### src/rtl/core/assert_macros.svh
// Assertion macros used by the top level of the 3x3 box filter.
// Depends on nothing; define NO_ASSERTIONS to compile the checks away.
`ifndef ASSERT_MACROS_SVH
`define ASSERT_MACROS_SVH

`ifndef NO_ASSERTIONS
// Property must hold at every clock edge outside reset.
`define ASSERT_CLK(lbl, clk, rst_n, prop) \
  lbl: assert property (@(posedge clk) disable iff (!rst_n) prop) \
    else $error("%m: assertion failed");
// Condition must never be true outside reset.
`define ASSERT_NEVER(lbl, clk, rst_n, cond) \
  lbl: assert property (@(posedge clk) disable iff (!rst_n) !(cond)) \
    else $error("%m: forbidden condition seen");
`else
`define ASSERT_CLK(lbl, clk, rst_n, prop)
`define ASSERT_NEVER(lbl, clk, rst_n, cond)
`endif

`endif

### src/rtl/core/bb3_pkg.sv
// Shared constants, types and helper functions of the 3x3 box filter.
// Depends on nothing; all RTL but the line RAM and assert macros use it.
package bb3_pkg;

  localparam int MAX_WIDTH  = 1024;
  localparam int MAX_HEIGHT = 1024;
  localparam int PIX_W      = 8;
  localparam int COL_W      = $clog2(MAX_WIDTH);
  localparam int ROW_W      = $clog2(MAX_HEIGHT);
  localparam int CFG_W      = 11;
  localparam int CFG_IDX_W  = 2;
  localparam int SUM_W      = PIX_W + 4;
  localparam int CNT_W      = 4;
  localparam int RECIP_SH   = 16;
  localparam int RECIP_W    = RECIP_SH + 1;

  localparam logic [CFG_IDX_W-1:0] REG_IMAGE_WIDTH  = 2'd0;
  localparam logic [CFG_IDX_W-1:0] REG_IMAGE_HEIGHT = 2'd1;

  localparam logic OP_PIXEL = 1'b0;
  localparam logic OP_DRAIN = 1'b1;

  typedef enum logic [2:0] {
    S_IDLE = 3'b001,
    S_RD   = 3'b010,
    S_CALC = 3'b100
  } state_t;

  // New column entering the window: upper row, middle row, current pixel.
  typedef struct packed {
    logic [PIX_W-1:0] up;
    logic [PIX_W-1:0] lo;
    logic [PIX_W-1:0] pix;
  } col_t;

  // Which neighbors of the output position lie inside the frame.
  typedef struct packed {
    logic top;
    logic bot;
    logic left;
    logic right;
  } mask_t;

  typedef struct packed {
    logic eor;
    logic eof;
  } res_flags_t;

  function automatic logic [CFG_W-1:0] clamp_dim(input logic [CFG_W-1:0] v,
                                                 input logic [CFG_W-1:0] hi);
    logic [CFG_W-1:0] r;
    r = v;
    if (v == '0) r = CFG_W'(1);
    else if (v > hi) r = hi;
    return r;
  endfunction

  // ceil(2^16 / n): exact truncated quotient for any sum below 2^12.
  function automatic logic [RECIP_W-1:0] recip(input logic [CNT_W-1:0] n);
    logic [RECIP_W-1:0] r;
    case (n)
      4'd1:    r = RECIP_W'(65536);
      4'd2:    r = RECIP_W'(32768);
      4'd3:    r = RECIP_W'(21846);
      4'd4:    r = RECIP_W'(16384);
      4'd6:    r = RECIP_W'(10923);
      4'd9:    r = RECIP_W'(7282);
      default: r = '0;
    endcase
    return r;
  endfunction

endpackage

### src/rtl/core/bb3_if.sv


interface bb3_out_if;
  logic                       valid;
  logic                       ready;
  logic [bb3_pkg::PIX_W-1:0]  blurred_pixel;
  logic                       end_of_row;
  logic                       end_of_frame;

  modport source (output valid, output blurred_pixel, output end_of_row,
                  output end_of_frame, input ready);
  modport sink   (input valid, input blurred_pixel, input end_of_row,
                  input end_of_frame, output ready);
endinterface

### src/rtl/core/bb3_out_stage.sv
// Normalizer and output register: sum times reciprocal of the count.
// Depends on bb3_pkg for recip() and the result flag struct.
module bb3_out_stage (
  input  logic                       clk,
  input  logic                       rst_n,
  input  logic                       load,
  input  logic [bb3_pkg::SUM_W-1:0]  sum,
  input  logic [bb3_pkg::CNT_W-1:0]  cnt,
  input  bb3_pkg::res_flags_t        flags,
  output logic                       can_load,
  bb3_out_if.source                  out_chan
);
  import bb3_pkg::*;

  logic [SUM_W+RECIP_W-1:0] prod;
  logic [PIX_W-1:0]         mean;
  logic                     valid_r;
  logic [PIX_W-1:0]         pix_r;
  res_flags_t               flags_r;

  assign prod = (SUM_W+RECIP_W)'(sum) * (SUM_W+RECIP_W)'(recip(cnt));
  assign mean = prod[RECIP_SH+PIX_W-1:RECIP_SH];

  assign can_load = !valid_r || out_chan.ready;

  always_ff @(posedge clk) begin
    if (!rst_n) begin
      valid_r <= 1'b0;
    end else if (load) begin
      valid_r <= 1'b1;
    end else if (out_chan.ready) begin
      valid_r <= 1'b0;
    end
  end

  always_ff @(posedge clk) begin
    if (load) begin
      pix_r   <= mean;
      flags_r <= flags;
    end
  end

  assign out_chan.valid         = valid_r;
  assign out_chan.blurred_pixel = pix_r;
  assign out_chan.end_of_row    = flags_r.eor;
  assign out_chan.end_of_frame  = flags_r.eof;

endmodule

### src/flat_wrapper.sv
// flat-port wrapper written by rule: the top's interface ports become plain ports
module bb3_out_stage_flat import bb3_pkg::*;
  (clk, rst_n, load, sum, cnt, flags, can_load, out_chan_valid, out_chan_blurred_pixel, out_chan_end_of_row, out_chan_end_of_frame, out_chan_ready);
  bb3_out_if out_chan_i ();
  input  logic clk;
  input  logic rst_n;
  input  logic load;
  input  logic [bb3_pkg::SUM_W-1:0] sum;
  input  logic [bb3_pkg::CNT_W-1:0] cnt;
  input  bb3_pkg::res_flags_t flags;
  output logic can_load;
  output wire logic [$bits(out_chan_i.valid)-1:0] out_chan_valid;
  output wire logic [$bits(out_chan_i.blurred_pixel)-1:0] out_chan_blurred_pixel;
  output wire logic [$bits(out_chan_i.end_of_row)-1:0] out_chan_end_of_row;
  output wire logic [$bits(out_chan_i.end_of_frame)-1:0] out_chan_end_of_frame;
  input wire logic [$bits(out_chan_i.ready)-1:0] out_chan_ready;
  assign out_chan_valid = out_chan_i.valid;
  assign out_chan_blurred_pixel = out_chan_i.blurred_pixel;
  assign out_chan_end_of_row = out_chan_i.end_of_row;
  assign out_chan_end_of_frame = out_chan_i.end_of_frame;
  assign out_chan_i.ready = out_chan_ready;
  bb3_out_stage u_core (.clk(clk), .rst_n(rst_n), .load(load), .sum(sum), .cnt(cnt), .flags(flags), .can_load(can_load), .out_chan(out_chan_i));
endmodule
### config.mk
export PLATFORM = sky130hd
export DESIGN_NAME = bb3_out_stage_flat
export DESIGN_NICKNAME = d
export VERILOG_FILES = /design/src/rtl/core/assert_macros.svh /design/src/rtl/core/bb3_pkg.sv /design/src/rtl/core/bb3_if.sv /design/src/rtl/core/bb3_out_stage.sv /design/src/flat_wrapper.sv
export SDC_FILE = /design/constraint.sdc
export NUM_CORES = 1
export LEC_CHECK = 0
export ABC_AREA = 1
export BUFFER_PORTS_ARGS = -buffer_cell sky130_fd_sc_hd__buf_2
export CAP_MARGIN = 20
export CORE_MARGIN = 4
export CORE_UTILIZATION = 49
export CTS_BUF_LIST = sky130_fd_sc_hd__clkbuf_2
export DETAILED_ROUTE_END_ITERATION = 12
export PLACE_DENSITY = 0.69
export SLEW_MARGIN = 25
export SYNTH_ARGS = -nofsm -noshare
export SYNTH_HDL_FRONTEND = slang
export SYNTH_SLANG_ARGS = --single-unit
### constraint.sdc
create_clock -name clk -period 8 [get_ports clk]
set_input_delay 1.2 -clock clk [delete_from_list [all_inputs] [get_ports clk]]
set_output_delay 1.2 -clock clk [all_outputs]
set_load 0.02 [all_outputs]
* Word-level counts from Yosys, hierarchy flattened
Cells that the tools add are included.
** Cells by class
- Equality and inequality tests :: 6
- Multipliers :: 1
- Mux-type cells :: 3
- Reduce and logical (&&, ||, !) cells :: 3
** Operators with widths (number)
- case mux 17 bit (6 select lines) :: 1
- multiplier 12 x 17 -> 24 bit :: 1
- equality test 4 x 2 -> 1 bit, second input constant :: 2
- equality test 4 x 3 -> 1 bit, second input constant :: 2
- equality test 4 x 1 -> 1 bit, second input constant :: 1
- equality test 4 bit, second input constant :: 1
- two-way mux 1 bit :: 2
- nonzero test 2 bit :: 1
- zero test 1 bit :: 1
- logical OR 1 bit :: 1
** Storage, ports and cells
- Word-level logic and storage cells :: 17
- Register bits :: 11
- Output and inout port bits :: 12

* Longest topological paths before layout
- Depth after elaboration :: 3
- Gate-level depth with buffers :: 28
- Gate-level depth less buffers :: 27

* Least setup slack after synthesis
No wires, ideal clock.
- Path type :: input to register
- From :: input cnt[3] (netlist bit)
- To :: register u_core.pix_r[6], in the netlist u_core.out_chan.blurred_pixel[6] (data pin)
- Setup slack :: 2.066 ns
- Required time :: 7.743 ns
- Arrival time :: 5.677 ns
- Stages :: 23
- Cell sequence :: nor2_2 nand2_2 buf_2 nand2_1 inv_2 nor2_1 fa_1 fa_1 inv_1 fa_1 inv_1 fa_1 inv_1 fa_1 inv_1 ha_1 nand2_1 nor3_1 nand2_1 nor2_1 inv_1 o211ai_1 nand2_1
** On the way
- Cells in the longest elaborated chain, start to end :: 3
- Elaborated cells on any way between the ends :: 8
- Classes of those cells :: mul: 1; eq/ne: 6; mux: 1
** Ends and longest elaborated chain
- start: declaration :: line flat_wrapper.sv:9 : input logic [bb3_pkg::CNT_W-1:0] cnt;
- equality test 4 bit, or another cell as far along :: line bb3_pkg.sv:61 : case (n)
- case mux 17 bit (6 select lines) (*) :: line bb3_pkg.sv:61
- multiplier 12 x 17 -> 24 bit (*) :: line bb3_out_stage.sv:21 : assign prod = (SUM_W+RECIP_W)'(sum) * (SUM_W+RECIP_W)'(recip(cnt));
- named net u_core.prod[22] :: line bb3_out_stage.sv:15 : logic [SUM_W+RECIP_W-1:0] prod;
- end signal: assignment :: line bb3_out_stage.sv:38 : pix_r <= mean;
- end: declaration :: line bb3_out_stage.sv:18 : logic [PIX_W-1:0] pix_r;
The timed path passes the listed nets; every way through them passes the cells marked *.
A chain may end at the register's enable or synchronous reset.

* Final worst setup path
- From :: input cnt[1] (netlist bit)
- To :: register u_core.pix_r[7], in the netlist u_core.out_chan.blurred_pixel[7] (data pin)
The elaborated chain is that of the path after synthesis.

==> out/metrics.csv <==
metric,value,unit
synth-adder-area-share,55.2,%
synth_top_cell_by_area,sky130_fd_sc_hd__fa_1,
clock_tree_from_tritoncts,done,
maxSlewHeadroom,56.7,%
dr.pass1.iters,4,
overflow,0,
synth_fp_nets,880,
worst_clock_skew,0,ps
detail_route.wl_per_cell,17.2,um
critical_path_capture_point_type,register,
clock_latency,260,ps
grt_antenna_before_repair,0,
timing.final.setup_violations,0,
synth_edf_count,10,
maxCapViolations,0,
crit_path_start_kind,input pin,
clock_tree.htree_level_count,1,
worst-path-stages,24,
syn_area,5510,um^2
final_layout_size_suffix_gt1_share,8.00,%
ys_dominant_reg_cell,sky130_fd_sc_hd__edfxtp_1,
area.growth.synth_to_final,6.38,%
coreArea,10900,um^2
cts.reportedPaths.clkPinSlew,110,ps
synth.most_common_cell,sky130_fd_sc_hd__inv_1,
critPathBufInv,7,
power_density,79.4,nW/um^2
fillers,1095,
layout_worst_path_cycle_share,80.6,%
synth_top_family_by_area,adder cells,
numCtsBuffers,3,
io_buffer_count,33,
multi_input_logic_area,4270,um^2
synthesis.yosys.warnings,0,
fraction_of_synthesized_area_in_multiplexers,0,%
synth_async_sr_flop_share,0,%
cp_top_family,adder cells,
yosys.cell_types.count,34,
synthXorXnorAreaFrac,0.636,%
gp_congestion,0.956,
drt_first_iter_violations,210,
clockBufferDepth,2,
vias_per_cell,4.98,
syn_area_per_cell,7.99,um^2
worst_setup_path_startpoint,cnt[1],
routed-via-count,4305,
yosysTopAreaCellShare,45.4,%
placedCellCount,861,
die_area,13000,um^2
hold_depth,2,
critical_path.cell_chain,"buf_2, inv_2, nor2_4, nand2_4, nand2_1, clkinv_1, nor2_1, fa_1, fa_1, inv_1, fa_1, inv_1, fa_1, inv_1, fa_1, inv_1, ha_1, nand2_1, nor3_1, nand2_1, nor4_1, nand2_1, nand3_1, nand2_1",
vdd_ir_drop_max,82.3,uV
timing_max_transition_violations_final,0,
synthSimpleGateAreaFrac,17.3,%
final_nets,916,
ctsHoldBuffers,0,
tritoncts_num_sinks,11,
number_of_buffers_added_for_setup_after_cts,0,
hp-class,reg2reg,
remaining_drcs,0,
antenna_cells,0,
cts_root_buffer,sky130_fd_sc_hd__clkbuf_2,
outcome,finished clean,
compound_gate_fraction_of_synth_area,4.45,%
die_h,114,um
io_pins,34,
cpMaxStageDelayCell,sky130_fd_sc_hd__fa_1,
cp_max_fanout,13,
rsz0062_at_grt,no,
final_cell_count_no_fill,865,
ys_seq_area_share,5.81,%
initial_core_util,50.4,%
report.final.hold_viol_count,0,
synthesis.instances,690,
hold_start,u_core.out_chan.valid,
cp_slowest_stage_delay,580,ps
crit-reg2reg-launch,u_core.out_chan.valid,
core.rowCount,38,
grt_max_degree,14,
dp_hpwl,13800,um
leakage,3.33,nW
most_frequent_cells_after_synthesis,"237 x sky130_fd_sc_hd__inv_1, 125 x sky130_fd_sc_hd__fa_1, 102 x sky130_fd_sc_hd__nand2_1, 76 x sky130_fd_sc_hd__nor2_1, 43 x sky130_fd_sc_hd__ha_1",
grt_pass1_vias,4858,
critical_path_required,8040,ps
arrival,6490,ps
worst-r2r-cell-count,2,
grtUsageTotal,24.9,%
drt-total-wl,14900,um
worst_pin_slew,647,ps
synth.ff_latch_count,11,
period_minus_slack,6450,ps
post_cts_resize_count,0,
fmax,0.155,GHz
register_area,320,um^2
fp.dieW,114,um
count_of_antenna_violating_nets_left_after_detailed_routing,0,
worstSetupPathType,in2reg,
leading_cell_types_by_total_area_after_synthesis,"sky130_fd_sc_hd__fa_1 45%, sky130_fd_sc_hd__inv_1 16%, sky130_fd_sc_hd__ha_1 9.8%",
totalNegativeSetupSlack,0,ps
grt_pass1_wl,24700,um
## final timing paths
check	to	slack, ps
worst max-delay path	u_core.out_chan.blurred_pixel[7]	1550
worst min register to register	u_core.out_chan.valid	510
worst min-delay path	u_core.out_chan.valid	510
worst max register to register	u_core.out_chan.valid	7390
## through the flow
step                      utilization, %  cell area (um^2)  power [mW]  setup slack (ps)  hold WS, ps
after CTS                           53.6              5860       0.468              1570          511
after detailed placement            53.4              5840       0.434              1270          495
after floorplan                        -              5510       0.334              2070          717
after global routing                53.6              5860       0.525              1240          543
after global placement              53.4              5840       0.427              1250          473
final                               53.6              5860       0.465              1550          508
## registers in the layout (all words and copies together) (netlist names)
| signal | count |
|---|---|
| u_core.out_chan.end_of_frame | 1 |
| u_core.out_chan.valid | 1 |
| u_core.out_chan.blurred_pixel | 8 |
| u_core.out_chan.end_of_row | 1 |
## cell type report
type	instances	share of cell area [%]
Timing Repair Buffer	33	2.82
Multi-Input combinational cell	435	72.9
Sequential cell	11	5.46
Inverter	242	15.5
Clock buffer	4	0.342
Tap cell	140	2.99
## cells in the final DEF (no fill, tap or decap), types with 2 or more instances in the layout
cell type	synthesis	final
sky130_fd_sc_hd__nand3_1	16	16
sky130_fd_sc_hd__xnor2_1	2	2
sky130_fd_sc_hd__a31oi_1	3	3
sky130_fd_sc_hd__nor2_1	76	76
sky130_fd_sc_hd__inv_2	4	4
sky130_fd_sc_hd__nand3_2	2	2
sky130_fd_sc_hd__clkbuf_2	0	4
sky130_fd_sc_hd__ha_1	43	43
sky130_fd_sc_hd__nand2_2	5	5
sky130_fd_sc_hd__nor4_1	3	3
sky130_fd_sc_hd__o211ai_1	2	2
sky130_fd_sc_hd__a21o_1	3	3
sky130_fd_sc_hd__a21oi_1	15	15
sky130_fd_sc_hd__xor2_1	2	2
sky130_fd_sc_hd__nand4_1	4	4
sky130_fd_sc_hd__buf_2	1	33
sky130_fd_sc_hd__nor2_2	4	4
sky130_fd_sc_hd__a21boi_0	2	2
sky130_fd_sc_hd__nor2_4	3	3
sky130_fd_sc_hd__nand2_1	102	102
sky130_fd_sc_hd__nor3_1	3	3
sky130_fd_sc_hd__fa_1	125	125
sky130_fd_sc_hd__o21ai_1	3	3
sky130_fd_sc_hd__o21ai_0	10	10
sky130_fd_sc_hd__inv_1	237	237
sky130_fd_sc_hd__o21bai_1	2	2
sky130_fd_sc_hd__edfxtp_1	10	10
## tightest hold or removal path, stage by stage, from the launching register on
cell,delay [ps]
sky130_fd_sc_hd__dfxtp_1,330
sky130_fd_sc_hd__nand2_1,70
sky130_fd_sc_hd__a21boi_0,70
## cells by family (layout without fill, tap and decap cells)
group | Yosys count | in the layout
flops | 11 | 11
fa+ha+maj | 168 | 168
simple gates | 221 | 221
compound gates | 42 | 42
xor+xnor | 4 | 4
buf+inv | 244 | 279
## power breakdown
group	switching [mW]	internal (mW)	total, mW	leakage, nW
Sequential	0.00269	0.0781	0.0807	0.105
Clock	0.0199	0.0133	0.0332	0.0166
Combinational	0.229	0.122	0.352	3.21
Total	0.252	0.213	0.465	3.33
## metal layers
| metal | vias to the layer above | GRT usage (%) | wire [um] |
|---|---|---|---|
| li1 | 2043 | - | - |
| met1 | 2121 | 31.9 | 6260 |
| met2 | 110 | 45.1 | 7660 |
| met3 | 31 | 1.91 | 443 |
| met4 | 0 | 7.60 | 531 |
| met5 | - | 0 | 0 |
Note: power is estimated with default switching activity, not from simulation.
