**config.mk**
```make
export PLATFORM = sky130hd
export DESIGN_NAME = bb3_window
export DESIGN_NICKNAME = d
export VERILOG_FILES = /design/src/rtl/core/assert_macros.svh /design/src/rtl/core/bb3_pkg.sv /design/src/rtl/core/bb3_window.sv
export SDC_FILE = /design/constraint.sdc
export NUM_CORES = 1
export LEC_CHECK = 0
export BUFFER_PORTS_ARGS = -buffer_cell sky130_fd_sc_hd__buf_2
export CAP_MARGIN = 20
export CORE_ASPECT_RATIO = 1.4
export CORE_MARGIN = 2
export CORE_UTILIZATION = 53
export DETAILED_ROUTE_END_ITERATION = 6
export GPL_TIMING_DRIVEN = 0
export PLACE_DENSITY_LB_ADDON = 0.15
export SETUP_SLACK_MARGIN = 0.5
export SLEW_MARGIN = 15
export SYNTH_ARGS = -nofsm -noshare
export SYNTH_HDL_FRONTEND = slang
export SYNTH_SLANG_ARGS = --single-unit
```
**constraint.sdc**
```tcl
create_clock -name clk -period 7 [get_ports clk]
set_clock_uncertainty 0.1 [all_clocks]
set_input_delay 1.4 -clock clk [delete_from_list [all_inputs] [get_ports clk]]
set_output_delay 1.4 -clock clk [all_outputs]
set_load 0.01 [all_outputs]
```
**src/rtl/core/assert_macros.svh**
```systemverilog
// Assertion macros used by the top level of the 3x3 box filter.
// Depends on nothing; define NO_ASSERTIONS to compile the checks away.
`ifndef ASSERT_MACROS_SVH
`define ASSERT_MACROS_SVH

`ifndef NO_ASSERTIONS
// Property must hold at every clock edge outside reset.
`define ASSERT_CLK(lbl, clk, rst_n, prop) \
  lbl: assert property (@(posedge clk) disable iff (!rst_n) prop) \
    else $error("%m: assertion failed");
// Condition must never be true outside reset.
`define ASSERT_NEVER(lbl, clk, rst_n, cond) \
  lbl: assert property (@(posedge clk) disable iff (!rst_n) !(cond)) \
    else $error("%m: forbidden condition seen");
`else
`define ASSERT_CLK(lbl, clk, rst_n, prop)
`define ASSERT_NEVER(lbl, clk, rst_n, cond)
`endif

`endif

```
**src/rtl/core/bb3_pkg.sv**
```systemverilog
// Shared constants, types and helper functions of the 3x3 box filter.
// Depends on nothing; all RTL but the line RAM and assert macros use it.
package bb3_pkg;

  localparam int MAX_WIDTH  = 1024;
  localparam int MAX_HEIGHT = 1024;
  localparam int PIX_W      = 8;
  localparam int COL_W      = $clog2(MAX_WIDTH);
  localparam int ROW_W      = $clog2(MAX_HEIGHT);
  localparam int CFG_W      = 11;
  localparam int CFG_IDX_W  = 2;
  localparam int SUM_W      = PIX_W + 4;
  localparam int CNT_W      = 4;
  localparam int RECIP_SH   = 16;
  localparam int RECIP_W    = RECIP_SH + 1;

  localparam logic [CFG_IDX_W-1:0] REG_IMAGE_WIDTH  = 2'd0;
  localparam logic [CFG_IDX_W-1:0] REG_IMAGE_HEIGHT = 2'd1;

  localparam logic OP_PIXEL = 1'b0;
  localparam logic OP_DRAIN = 1'b1;

  typedef enum logic [2:0] {
    S_IDLE = 3'b001,
    S_RD   = 3'b010,
    S_CALC = 3'b100
  } state_t;

  // New column entering the window: upper row, middle row, current pixel.
  typedef struct packed {
    logic [PIX_W-1:0] up;
    logic [PIX_W-1:0] lo;
    logic [PIX_W-1:0] pix;
  } col_t;

  // Which neighbors of the output position lie inside the frame.
  typedef struct packed {
    logic top;
    logic bot;
    logic left;
    logic right;
  } mask_t;

  typedef struct packed {
    logic eor;
    logic eof;
  } res_flags_t;

  function automatic logic [CFG_W-1:0] clamp_dim(input logic [CFG_W-1:0] v,
                                                 input logic [CFG_W-1:0] hi);
    logic [CFG_W-1:0] r;
    r = v;
    if (v == '0) r = CFG_W'(1);
    else if (v > hi) r = hi;
    return r;
  endfunction

  // ceil(2^16 / n): exact truncated quotient for any sum below 2^12.
  function automatic logic [RECIP_W-1:0] recip(input logic [CNT_W-1:0] n);
    logic [RECIP_W-1:0] r;
    case (n)
      4'd1:    r = RECIP_W'(65536);
      4'd2:    r = RECIP_W'(32768);
      4'd3:    r = RECIP_W'(21846);
      4'd4:    r = RECIP_W'(16384);
      4'd6:    r = RECIP_W'(10923);
      4'd9:    r = RECIP_W'(7282);
      default: r = '0;
    endcase
    return r;
  endfunction

endpackage

```
**src/rtl/core/bb3_window.sv**
```systemverilog
// 3x3 window of pixel cells and the masked sum and count of its cells.
// Depends on bb3_pkg for col_t, mask_t and widths.
module bb3_window (
  input  logic                       clk,
  input  logic                       rst_n,
  input  logic                       shift,
  input  bb3_pkg::col_t              col_in,
  input  bb3_pkg::mask_t             mask,
  output logic [bb3_pkg::SUM_W-1:0]  sum_r,
  output logic [bb3_pkg::CNT_W-1:0]  cnt_r
);
  import bb3_pkg::*;

  logic [PIX_W-1:0] win_r   [3][3];
  logic [PIX_W-1:0] win_nxt [3][3];
  logic [SUM_W-1:0] row_sum [3];
  logic [SUM_W-1:0] sum_nxt;
  logic [CNT_W-1:0] cnt_nxt;
  logic [2:0]       row_ok;
  logic [2:0]       col_ok;

  always_comb begin
    for (int r = 0; r < 3; r++) begin
      win_nxt[r][0] = win_r[r][1];
      win_nxt[r][1] = win_r[r][2];
    end
    win_nxt[0][2] = col_in.up;
    win_nxt[1][2] = col_in.lo;
    win_nxt[2][2] = col_in.pix;
  end

  assign row_ok = {mask.bot, 1'b1, mask.top};
  assign col_ok = {mask.right, 1'b1, mask.left};

  // Row sums first, then the total, to keep the adder chain short.
  always_comb begin
    cnt_nxt = '0;
    for (int r = 0; r < 3; r++) begin
      row_sum[r] = '0;
      for (int c = 0; c < 3; c++) begin
        if (row_ok[r] && col_ok[c]) begin
          row_sum[r] = row_sum[r] + SUM_W'(win_nxt[r][c]);
          cnt_nxt    = cnt_nxt + CNT_W'(1);
        end
      end
    end
    sum_nxt = row_sum[0] + row_sum[1] + row_sum[2];
  end

  always_ff @(posedge clk) begin
    if (!rst_n) begin
      for (int r = 0; r < 3; r++) begin
        for (int c = 0; c < 3; c++) begin
          win_r[r][c] <= '0;
        end
      end
    end else if (shift) begin
      win_r <= win_nxt;
    end
  end

  always_ff @(posedge clk) begin
    if (shift) begin
      sum_r <= sum_nxt;
      cnt_r <= cnt_nxt;
    end
  end

endmodule

```
* Word level (Yosys, flattened, before mapping)
Cells that the tools add are included.
Storage, ports and cells: register bits after elaboration 64, input port bits 31
Cells by class: add/sub/neg operators 16, multiplexer cells 16, reduce and logical (&&, ||, !) cells 4
Operators with widths (count):
- $add 12x8->12 | 6
- $mux 12 | 5
- $add 4x1->4 const B | 8
- $mux 4 | 7
- $add 12x12->12 | 2
- $mux 8 | 3
- $logic_and 1x1->1 | 4
- $mux 1 | 1

* Depth between registers and ports, before layout
Gate-level depths: netlist of the first run.
word-level depth 17, depth in mapped cells 29, depth with buffers taken out 28

* Least setup slack after synthesis of the first run
Ideal clock, no wire load.
kind in2reg, start input mask[1] (netlist name), end register sum_r[10] (netlist name), data pin, library setup time 262 ps, arrival 6075 ps, setup slack 563 ps, cell stages on the path 25, cells stage by stage buf_2 clkbuf_1 and3_1 ha_1 inv_1 fa_1 nor2b_1 o21ai_0 and3_1 nor3_1 ha_1 nor2b_1 a311oi_1 xnor2_1 mux2_2 nand2_1 fa_1 inv_1 ha_1 nand2_1 o21ai_1 o41a_1 a21o_1 a21oi_1 xor2_1
On the way: cells in the longest elaborated chain, start to end 8, elaborated cells on any way between the ends 18, classes of those cells 8 x add/sub; 8 x mux; 2 x reduce/logical
RTL lines:
- start, declared | line bb3_window.sv:8 | input bb3_pkg::mask_t mask,
- $logic_and 1x1->1 | line bb3_window.sv:41 | if (row_ok[r] && col_ok[c]) begin
- $mux 8 | line bb3_window.sv:41
- $add 12x8->12 | line bb3_window.sv:42 | row_sum[r] = row_sum[r] + SUM_W'(win_nxt[r][c]);
- $mux 12 | line bb3_window.sv:41
- $add 12x8->12 | line bb3_window.sv:42
- $mux 12 | line bb3_window.sv:41
- $add 12x12->12 | line bb3_window.sv:47 | sum_nxt = row_sum[0] + row_sum[1] + row_sum[2];
- $add 12x12->12 (*) | line bb3_window.sv:47
- via sum_nxt[10] | line bb3_window.sv:17 | logic [SUM_W-1:0] sum_nxt;
- end signal, assigned | line bb3_window.sv:64 | sum_r <= sum_nxt;
- end, declared | line bb3_window.sv:9 | output logic [bb3_pkg::SUM_W-1:0] sum_r,
Mark *: on every way through the listed nets, which the timed path passes. The rest lies on a longest branch. A chain may end at the register's enable or synchronous reset.

* Worst setup path after layout of the first run
Same ends and word-level chain as after synthesis.

==> results of run 1 <==
-- routing by layer --
metal  GRT usage (%)  vias to the layer above  part of all wire, %
met5               0                        -                    0
met4            10.2                        0                  3.2
met3            4.13                       32                  3.1
met2            44.1                       91                   52
met1            27.8                     2181                   42
li1                -                     2329                    -
-- what timing repair did --
action / CTS / global route
pin swaps: 1 / 13
gates resized for setup: 14 / 28
gates cloned: 0 / 0
buffers inserted: 0 / 4
endpoints found under the setup margin: 7 / 5
-- registers in the layout, summed over array words and instances, names as in the netlist --
signal and count:
cnt_r 4, win_nxt 48, sum_r 12
-- synthesized netlist by cell type (all sizes together) (8+ instances only) --
cell type  number  area (sq um)
a21o            9          67.6
a21oi          39           195
and2           16           100
and3           10          62.6
buf             9          53.8
clkbuf         14          52.6
dfxtp          48           961
edfxtp         16           480
fa             17           340
ha             67           838
inv            49           184
mux2           10           116
mux2i          57           571
nand2          33           124
nand3           8          40.0
nor2           39           146
nor2b          62           388
o21a            8          60.1
o21ai          29           145
xnor2          27           236
xor2           22           193
-- area by class of cell --
class / instances / area share (%)
well taps: 138 / 2.63
repair buffers: 48 / 3.81
clock buffers: 14 / 4.34
plain buffers: 23 / 2.17
inverters: 50 / 2.85
flip-flops and latches: 64 / 21.9
multi-input cells: 504 / 62.1
clock inverters: 2 / 0.152
-- cells by family after synthesis --
group                    Yosys count
AND/OR/NAND/NOR                  188
AO/OA/AOI/OAI                    115
adder cells (fa/ha/maj)           85
buffers and inverters             73
multiplexers                      67
flip-flops                        64
XOR/XNOR                          49
-- metrics by stage --
stage               setup slack [ns]  hold slack [ns]  setup TNS, ns  std cells
floorplan                      0.563            0.374              0        641
global placement              -0.332            0.389         -0.668        823
detailed placement            -0.458            0.398          -1.28        823
CTS                            0.501            0.413              0        839
global route                   0.449            0.438              0        843
finish                         0.682            0.417              0        843
-- report_power, final --
| part | switching [uW] | internal, uW |
|---|---|---|
| registers | 14.2 | 423 |
| clock network | 161 | 280 |
| logic | 202 | 166 |
| total | 378 | 869 |
-- worst register-to-register path: stages (launching register included) --
cell	delay [ns]
dfxtp_1	0.32
and3_1	0.15
ha_1	0.17
inv_1	0.06
fa_1	0.39
nor2b_2	0.20
o31ai_2	0.13
and3_4	0.21
nor3_4	0.22
ha_4	0.24
nor2b_1	0.14
a311oi_2	0.35
buf_4	0.17
a21oi_1	0.09
xnor2_1	0.14
mux2i_1	0.12
nand2_1	0.08
fa_1	0.49
inv_1	0.05
ha_1	0.23
o41a_1	0.42
a21o_1	0.19
a21oi_1	0.17
xor2_1	0.08
-- path summary, 6_finish.rpt --
path / from / endpoint / slack, ns / cells past startpoint
setup / recovery: mask[1] / sum_r[10] / 0.68 / 26
hold / removal: win_nxt[16] / win_nxt[16] / 0.42 / 2
setup reg to reg: win_nxt[16] / sum_r[10] / 1.86 / 23
hold reg to reg: win_nxt[16] / win_nxt[16] / 0.42 / 2
==> results by group, run 1 <==
Run status
  • Status: finished clean

Logic synthesis
  • Synth Area in Adders: between 20% and 30%
  • Combinational family with the most area after synthesis: adder cells
  • Number of synthesized flops with an enable pin: 16
  • FF+latch count, synth: 64
  • Register area share after synthesis: between 20% and 30%
  • Compound-gate portion of the synthesized area: around an eighth
  • Netlist cell types: 54
  • Fraction of synthesized area in multiplexers: approximately an eighth
  • Synth Instances: about 640
  • Mapped Area: 0.00573 sq mm
  • Synth Area in Simple Gates: around 17%
  • Syn Area/Cell: ~9 sq um
  • Primary flip-flop cell chosen by synthesis mapping: dfxtp_1
  • Post-Synth XOR/XNOR Area: 7.49%
  • Asr flop ratio synth: 0%
  • Post-synth net total: 756
  • Synth Warn #: 0

Route
  • DRT iter0 DRCs: between 100 and 150
  • Post-DRT Antenna Nets: 0
  • Total number of vias: between 4k and 5k
  • DRT Pass-1 Iters: 4
  • Post-Route WL: approximately 14000 microns
  • DRC viols: 0
  • Via density per instance: about 5.5
  • WL per Instance: approximately 16 microns

GRT
  • Largest net degree at the start of global routing: 18
  • Initial antenna violation count: 0
  • Tot GR Track Use: 24.2%
  • First-pass GRT wire length: roughly 22000 microns
  • Grt total ovfl: 0
  • Vias in the first global route: between 4k and 5k

Worst setup path
  • CP top delay family: adder cells
  • CP Launch Type: input pin
  • Arr. time, crit path: about 6.3 ns
  • Slowest library cell on the worst path: fa_1
  • Worst path bufs/invs: 6
  • Crit-path max cell delay: a little under 0.5 ns
  • Crit. End Element: flip-flop
  • Critical path class: in -> reg
  • Max FO, Critical Path: 10
  • Critical Path RT: between 6 and 7 ns

Clock network
  • Clk sinks: 64
  • Hold_buf cts: 0
  • CTS tree: yes
  • Total CTS buffers: 9
  • Clk slew on worst S/H paths: approximately 0.05 ns
  • CTS root buffer: clkbuf_16
  • H-tree Lvls: 3
  • Worst skew pair latency: ~0.33 ns
  • Max Root-Sink Buffers: 2

Layout
  • Share of layout cells above drive strength 1: between 10% and 20%
  • Layout area overhead: 14.8%
  • Final net count: 815
  • Area occupied by multi-input gates: between 0.004 and 0.005 sq mm
  • Antenna diode count: 0
  • Fillers: around 950
  • Most frequent cells in the layout: 65 x ha_1, 61 x nor2b_1, 57 x mux2i_1
  • Final instance area: about 0.0066 sq mm
  • Util after Layout: 62.9%
  • Commonest non-fill, non-tap cell in the layout: ha_1
  • Register area: 0.00144 sq mm

Run
  • Maxcap violations: 0

Die
  • Die footprint: roughly 0.012 sq mm
  • Ports: 47
  • Core Area: between 0.01 and 0.015 sq mm
  • Chip Width: approximately 92 microns
  • Die Span Y: between 100 and 150 microns
  • Starting Density: between 50 and 60%
  • Row cnt: 44

Place
  • RePlAce Congestion: approximately 0.87
  • IO buf count: 44
  • DPL Wire Length: about 11000 microns
  • Post-placement cell area: a little over 0.006 sq mm

STA
  • Final setup viols: 0
  • FMAX: 158 MHz
  • Max Slew Vio Count: 0
  • Hold Fails Final Rpt: 0
  • RSZ-0062 raised after global routing: no
  • Worst-Margin Slew: between 0.9 and 1 ns
  • Final worst path period share: between 90% and 100%
  • Fin crit period: roughly 6.3 ns
  • Rel. slew slack: a little over a third

Power
  • Tot Pwr: about 1200 uW
  • Pwr/cell area: around 190 mW/mm^2
  • P_leak: approximately 0.0031 uW
  • Max IR drop VDD: around 0.13 mV

Hold path
  • Worst Hold Class: reg -> reg
Power figures use the tool's default switching activity.
==> run 2, diff against run 1 <==
--- a/config.mk
+++ b/config.mk
@@ -7,9 +7,11 @@
 export LEC_CHECK = 0
 export BUFFER_PORTS_ARGS = -buffer_cell sky130_fd_sc_hd__buf_2
 export CAP_MARGIN = 20
+export CELL_PAD_IN_SITES_DETAIL_PLACEMENT = 1
+export CELL_PAD_IN_SITES_GLOBAL_PLACEMENT = 2
 export CORE_ASPECT_RATIO = 1.4
 export CORE_MARGIN = 2
-export CORE_UTILIZATION = 53
+export CORE_UTILIZATION = 38
 export DETAILED_ROUTE_END_ITERATION = 6
 export GPL_TIMING_DRIVEN = 0
 export PLACE_DENSITY_LB_ADDON = 0.15
==> run 2 against run 1 <==
  * Combinational power up 5.7%
  * Global-route usage shrank 3.0 points
  * Die area rose by 38%
  * Setup slack improved by 0.073 ns
  * Register-to-register slack gained 0.13 ns
==> results by group, run 2 (synthesis results as in run 1) <==
Run status
  • Status: finished clean

Layout
  • Commonest non-fill, non-tap cell in the layout: ha_1
  • Share of layout cells above drive strength 1: 15.3% (+1.0 points)
  • Final Non-Filler Cells: 903 (+7.1%)
  • Max reg flops: 48 (unchanged)
  • Final instance area: 0.00670 sq mm (+1.9%)
  • Most frequent cells in the layout: 64 x ha_1, 61 x nor2b_1, 57 x mux2i_1
  • Antenna diode count: 0 (unchanged)
  • Layout area overhead: 17.0%
  • Final net count: 821 (+0.74%)

Clock network
  • Clk sinks: 64 (unchanged)
  • Worst skew pair latency: 0.33 ns (about the same)
  • Hold_buf cts: 0 (unchanged)
  • Clk slew on worst S/H paths: 0.06 ns (about the same)
  • CTS tree: yes
  • H-tree Lvls: 3 (unchanged)
  • Max Root-Sink Buffers: 2 (unchanged)
  • Total CTS buffers: 9 (unchanged)
  • CTS root buffer: clkbuf_16

Worst setup path
  • Critical path class: in -> reg
  • Critical Path RT: 6.99 ns (+0.02 ns)
  • CP Launch Type: input pin
  • Arr. time, crit path: 6.23 ns (-0.06 ns)
  • Crit. End Element: flip-flop
  • Max FO, Critical Path: 10 (unchanged)

Run
  • Maxcap violations: 0 (unchanged)

Die
  • Ports: 47 (unchanged)
  • Die Span Y: 149 microns (+18%)
  • Die footprint: 0.0161 sq mm (+38%)
  • Row cnt: 53 (+20%)
  • Core Area: 0.0149 sq mm (+42%)
  • Chip Width: 108 microns (+17%)
  • Starting Density: 38.6% (-16 points)

STA
  • RSZ-0062 raised after global routing: no
  • Setup ws final: 0.755 ns (+0.0732 ns)
  • Max Slew Vio Count: 0 (unchanged)
  • Rel. slew slack: 40.1% (+3.6 points)
  • Final setup viols: 0 (unchanged)
  • Hold_ws: 0.409 ns (-0.00735 ns)
  • Hold Fails Final Rpt: 0 (unchanged)
  • Final worst path period share: 89.2% (-1.0 points)
  • Worst-Margin Slew: 0.898 ns (-0.0538 ns)
  • FMAX: 160 MHz (+1.2%)
  • Fin crit period: 6.25 ns (-0.0732 ns)
  • Fin Setup TNS: 0 ns (unchanged)

GRT
  • Tot GR Track Use: 21.2% (-3.0 points)
  • First-pass GRT wire length: 25900 microns (+16%)
  • Largest net degree at the start of global routing: 18 (unchanged)
  • Grt total ovfl: 0 (unchanged)
  • Vias in the first global route: 5173 (+8.7%)
  • Initial antenna violation count: 0 (unchanged)

Route
  • DRT Pass-1 Iters: 4 (unchanged)
  • DRC viols: 0 (unchanged)
  • DRT iter0 DRCs: 111 (-22%)
  • Post-DRT Antenna Nets: 0 (unchanged)
  • Total number of vias: 4688 (+1.2%)
  • Via density per instance: 5.19 (-5.5%)
  • WL per Instance: 18.2 microns (+13%)
  • Post-Route WL: 16400 microns (+21%)
  • Highest routed layer: met4
  • Met1 Wirelength: 6620 microns (+18%)
  • Met2 wire length: 9070 microns (+29%)
  • WL met3: 328 microns (-22%)

Place
  • IO buf count: 44 (unchanged)
  • Placement Setup Slack: -0.695 ns (-0.237 ns)
  • Post-placement cell area: 0.00619 sq mm (+1.1%)
  • RePlAce Congestion: 0.827 (-4.8%)
  • Inst Count DP: 877 (+6.6%)
  • DPL Wire Length: 12900 microns (+22%)

Power
  • Max IR drop VDD: 0.0911 mV (-31%)
  • Pwr/cell area: 185 mW/mm^2 (-2.7%)
  • P_leak: 0.00313 uW (+1.1%)

Hold path
  • Worst Hold Class: reg -> reg
run 2: changes by cell type in the layout (fill, tap and decap cells not counted), sizes merged:
| cell | previous run | this run |
|---|---|---|
| buf | 61 | 67 |
| clkinv | 3 | 6 |
| clkbuf | 24 | 21 |
run 2: critical path, stage by stage:
cell and delay [ns]:
buf_2 0.13, buf_6 0.14, buf_8 0.15, and3_1 0.18
ha_1 0.20, inv_1 0.08, fa_2 0.23, nor2b_4 0.06
o31ai_2 0.33, a21oi_1 0.13, nor3_2 0.22, ha_1 0.27
nor2b_1 0.14, a311oi_2 0.25, buf_4 0.16, xnor2_1 0.06
mux2_2 0.26, nand2_1 0.10, fa_1 0.42, inv_1 0.11
ha_4 0.21, nand2_1 0.05, o21ai_1 0.09, o41a_1 0.43
a21o_1 0.20, a21oi_2 0.14, xor2_1 0.07
run 2: routing by layer:
metal,GRT usage [%],vias to the layer above
met5,0,-
met4,7.82,0
met3,2.45,21
met2,41.2,55
met1,23.1,2286
li1,-,2326
run 2: worst paths after layout:
path	start	endpoint	slack [ns]	cells past startpoint
setup / recovery	mask[1]	sum_r[10]	0.75	27
hold / removal	win_nxt[16]	win_nxt[16]	0.41	2
setup reg to reg	win_nxt[16]	sum_r[10]	1.99	24
hold reg to reg	win_nxt[16]	win_nxt[16]	0.41	2
run 2: repair_timing:
| item | CTS | global route |
|---|---|---|
| resized for setup | 17 | 32 |
| hold endpoints to repair | 0 | 0 |
| cloned | 0 | 0 |
| setup endpoints to repair | 7 | 4 |
| setup buffers | 2 | 8 |
| pin swaps | 4 | 17 |
run 2: per-stage QoR:
step / power, uW / utilization [%]
floorplan: 703 / -
CTS: 1240 / 43.9
detailed placement: 816 / 41.7
finish: 1240 / 45.1
global placement: 802 / 41.7
global route: 1320 / 45.1
run 2: cell type report:
| cell class | instances | area [sq um] |
|---|---|---|
| plain buffers | 23 | 151 |
| clock buffers | 11 | 233 |
| clock inverters | 5 | 25.0 |
| fillers | 1786 | 8150 |
| inverters | 50 | 188 |
| multi-input cells | 504 | 4130 |
| flip-flops and latches | 64 | 1440 |
| well taps | 192 | 240 |
| repair buffers | 54 | 295 |
run 2: where the power goes:
group / internal, uW / switching [uW] / leakage [uW]
clock: 237 / 172 / 0.000133
combinational: 176 / 214 / 0.00245
sequential: 423 / 15.5 / 0.000552
total: 836 / 401 / 0.00313
==> run 3, diff against run 2 <==
--- a/config.mk
+++ b/config.mk
@@ -7,7 +7,7 @@
 export LEC_CHECK = 0
 export BUFFER_PORTS_ARGS = -buffer_cell sky130_fd_sc_hd__buf_2
 export CAP_MARGIN = 20
-export CELL_PAD_IN_SITES_DETAIL_PLACEMENT = 1
+export CELL_PAD_IN_SITES_DETAIL_PLACEMENT = 2
 export CELL_PAD_IN_SITES_GLOBAL_PLACEMENT = 2
 export CORE_ASPECT_RATIO = 1.4
 export CORE_MARGIN = 2
==> run 3 against run 2 <==
  * Highest routed layer unchanged
  * Routed wire length up 15%
  * Maximum frequency down 2.2%
  * Die area unchanged
  * Clock-buffer cell count up 1
  * Setup slack worse by 0.14 ns
  * Non-clock buffer count unchanged
  * Utilization up 0.92 points
  * Sequential cell count unchanged
  * Register-to-register slack worse by 0.16 ns
  * Sequential share of layout area down 0.43 points
  * Combinational power up 9.0%
  * Power up 6.9%
==> results by group, run 3 (synthesis results as in run 1) <==
Die
  • Ports: 47 (unchanged)
  • Starting Density: 38.6% (unchanged)
  • Row cnt: 53 (unchanged)
  • Chip Width: 108 microns (unchanged)
  • Die footprint: 0.0161 sq mm (unchanged)
  • Die Span Y: 149 microns (unchanged)
  • Core Area: 0.0149 sq mm (unchanged)

Route
  • DRT Pass-1 Iters: 4 (unchanged)
  • Via density per instance: 5.37 (+3.5%)
  • DRT iter0 DRCs: 177 (+59%)
  • DRC viols: 0 (unchanged)
  • WL per Instance: 20.8 microns (+15%)
  • Post-DRT Antenna Nets: 0 (unchanged)
  • Total number of vias: 4852 (+3.5%)
  • Post-Route WL: 18800 microns (+15%)

Place
  • Placement Setup Slack: -0.733 ns (-0.0376 ns)
  • IO buf count: 44 (unchanged)
  • RePlAce Congestion: 0.827 (unchanged)
  • DPL Wire Length: 14300 microns (+11%)

Worst setup path
  • Critical Path RT: 6.98 ns (about the same)
  • FF-to-FF Start: win_nxt[64]
  • Crit. End Element: flip-flop
  • Critical path class: in -> reg
  • Reg2reg setup slack: 1.83 ns (-0.16 ns)
  • CP Launch Type: input pin
  • Worst reg2reg path depth: 23 (-4.2%)
  • Reg2reg end: sum_r[10]
  • Arr. time, crit path: 6.37 ns (+0.14 ns)
  • Max FO, Critical Path: 10 (unchanged)

Layout
  • Max reg flops: 48 (unchanged)
  • Share of layout cells above drive strength 1: 17.7% (+2.4 points)
  • Final net count: 821 (unchanged)
  • Layout area overhead: 19.4%
  • Fillers: 1653 (-7.4%)
  • Antenna diode count: 0 (unchanged)
  • Most frequent cells in the layout: 60 x nor2b_1, 60 x ha_1, 57 x mux2i_1

STA
  • Rel. slew slack: 40.3% (+0.19 points)
  • Setup ws final: 0.613 ns (-0.141 ns)
  • Final worst path period share: 91.2% (+2.0 points)
  • Max Slew Vio Count: 0 (unchanged)
  • FMAX: 157 MHz (-2.2%)
  • Hold Fails Final Rpt: 0 (unchanged)
  • Final setup viols: 0 (unchanged)
  • RSZ-0062 raised after global routing: yes
  • Worst-Margin Slew: 0.895 ns (-0.00282 ns)
  • Fin crit period: 6.39 ns (+0.141 ns)
  • Hold_ws: 0.410 ns (+0.000487 ns)
  • Fin Setup TNS: 0 ns (unchanged)

Power
  • Tot Pwr: 1320 uW (+6.9%)
  • P_leak: 0.00314 uW (+0.26%)
  • Pwr/cell area: 193 mW/mm^2 (+4.8%)
  • Max IR drop VDD: 0.0884 mV (-3.0%)

Hold path
  • Hold Path End: win_nxt[66]
  • Worst Hold Class: reg -> reg
  • WHS Path Cells: 2 (unchanged)
  • Worst Hold Launch: win_nxt[66]

Clock network
  • Max Root-Sink Buffers: 2 (unchanged)
  • Total CTS buffers: 9 (unchanged)
  • CTS root buffer: clkbuf_16
  • Clk slew on worst S/H paths: 0.06 ns (about the same)
  • Worst skew pair latency: 0.34 ns (about the same)
  • CTS tree: yes
  • H-tree Lvls: 3 (unchanged)
  • Hold_buf cts: 0 (unchanged)
  • Clk sinks: 64 (unchanged)

GRT
  • Vias in the first global route: 5597 (+8.2%)
  • Tot GR Track Use: 23.9% (+2.7 points)
  • Initial antenna violation count: 0 (unchanged)
  • Grt total ovfl: 0 (unchanged)
  • Largest net degree at the start of global routing: 18 (unchanged)
  • First-pass GRT wire length: 29000 microns (+12%)

Run status
  • Status: finished clean

Run
  • Maxcap violations: 0 (unchanged)
==> run 3: power breakdown <==
group          internal, uW  total [uW]  switching, uW
registers               423         440           16.6
clock network           284         458            174
logic                   188         424            236
total                   896        1320            427
==> run 3: what timing repair did <==
item,in CTS,in global routing
endpoints found under the setup margin,7,5
setup buffers,2,8
pin swaps,7,18
resized for setup,22,46
==> run 3: cell type report <==
cell class	instances	area [sq um]	area share, %
Buffer	23	160	2.34
Clock buffer	12	246	3.60
Clock inverter	4	45.0	0.659
Inverter	50	188	2.74
Multi-Input combinational cell	504	4220	61.7
Sequential cell	64	1440	21.1
Tap cell	192	240	3.51
Timing Repair Buffer	54	298	4.35
==> run 3: worst max-delay path, cell delays in order <==
cell,delay [ns]
clkbuf_4,0.15
ha_4,0.16
buf_8,0.14
nand2_1,0.08
inv_1,0.05
ha_1,0.20
inv_1,0.08
fa_2,0.43
mux2_4,0.31
inv_1,0.07
ha_1,0.22
a21o_1,0.18
a211o_1,0.31
a21oi_2,0.19
xor2_1,0.17
nor2_1,0.09
a221oi_4,0.31
fa_1,0.50
inv_2,0.09
ha_4,0.21
nand2_1,0.06
o21ai_1,0.08
o41a_1,0.43
a21o_1,0.22
a21oi_2,0.15
xor2_1,0.09
==> run 3: how the worst max path moves through the flow <==
stage	from	end	depth (start not counted)
floorplan	mask[1]	sum_r[10]	25
global placement	mask[1]	sum_r[10]	28
detailed placement	mask[1]	sum_r[10]	28
CTS	mask[3]	sum_r[10]	30
global route	mask[1]	sum_r[10]	28
finish	mask[3]	sum_r[10]	26
==> run 3: stage by stage <==
step	utilization, %	cell area (sq um)	cells
global route	46.0	6840	903
detailed placement	41.7	6190	877
global placement	41.7	6190	877
CTS	44.3	6590	895
floorplan	-	5730	641
finish	46.0	6840	903
==> run 3: routing by layer <==
layer / vias up / global-route usage [%] / part of all wire [%]
met3: 29 / 3.23 / 2.4
li1: 2331 / - / -
met4: 0 / 8.01 / 2.6
met1: 2422 / 24.7 / 37
met5: - / 0 / 0
met2: 70 / 47.9 / 58
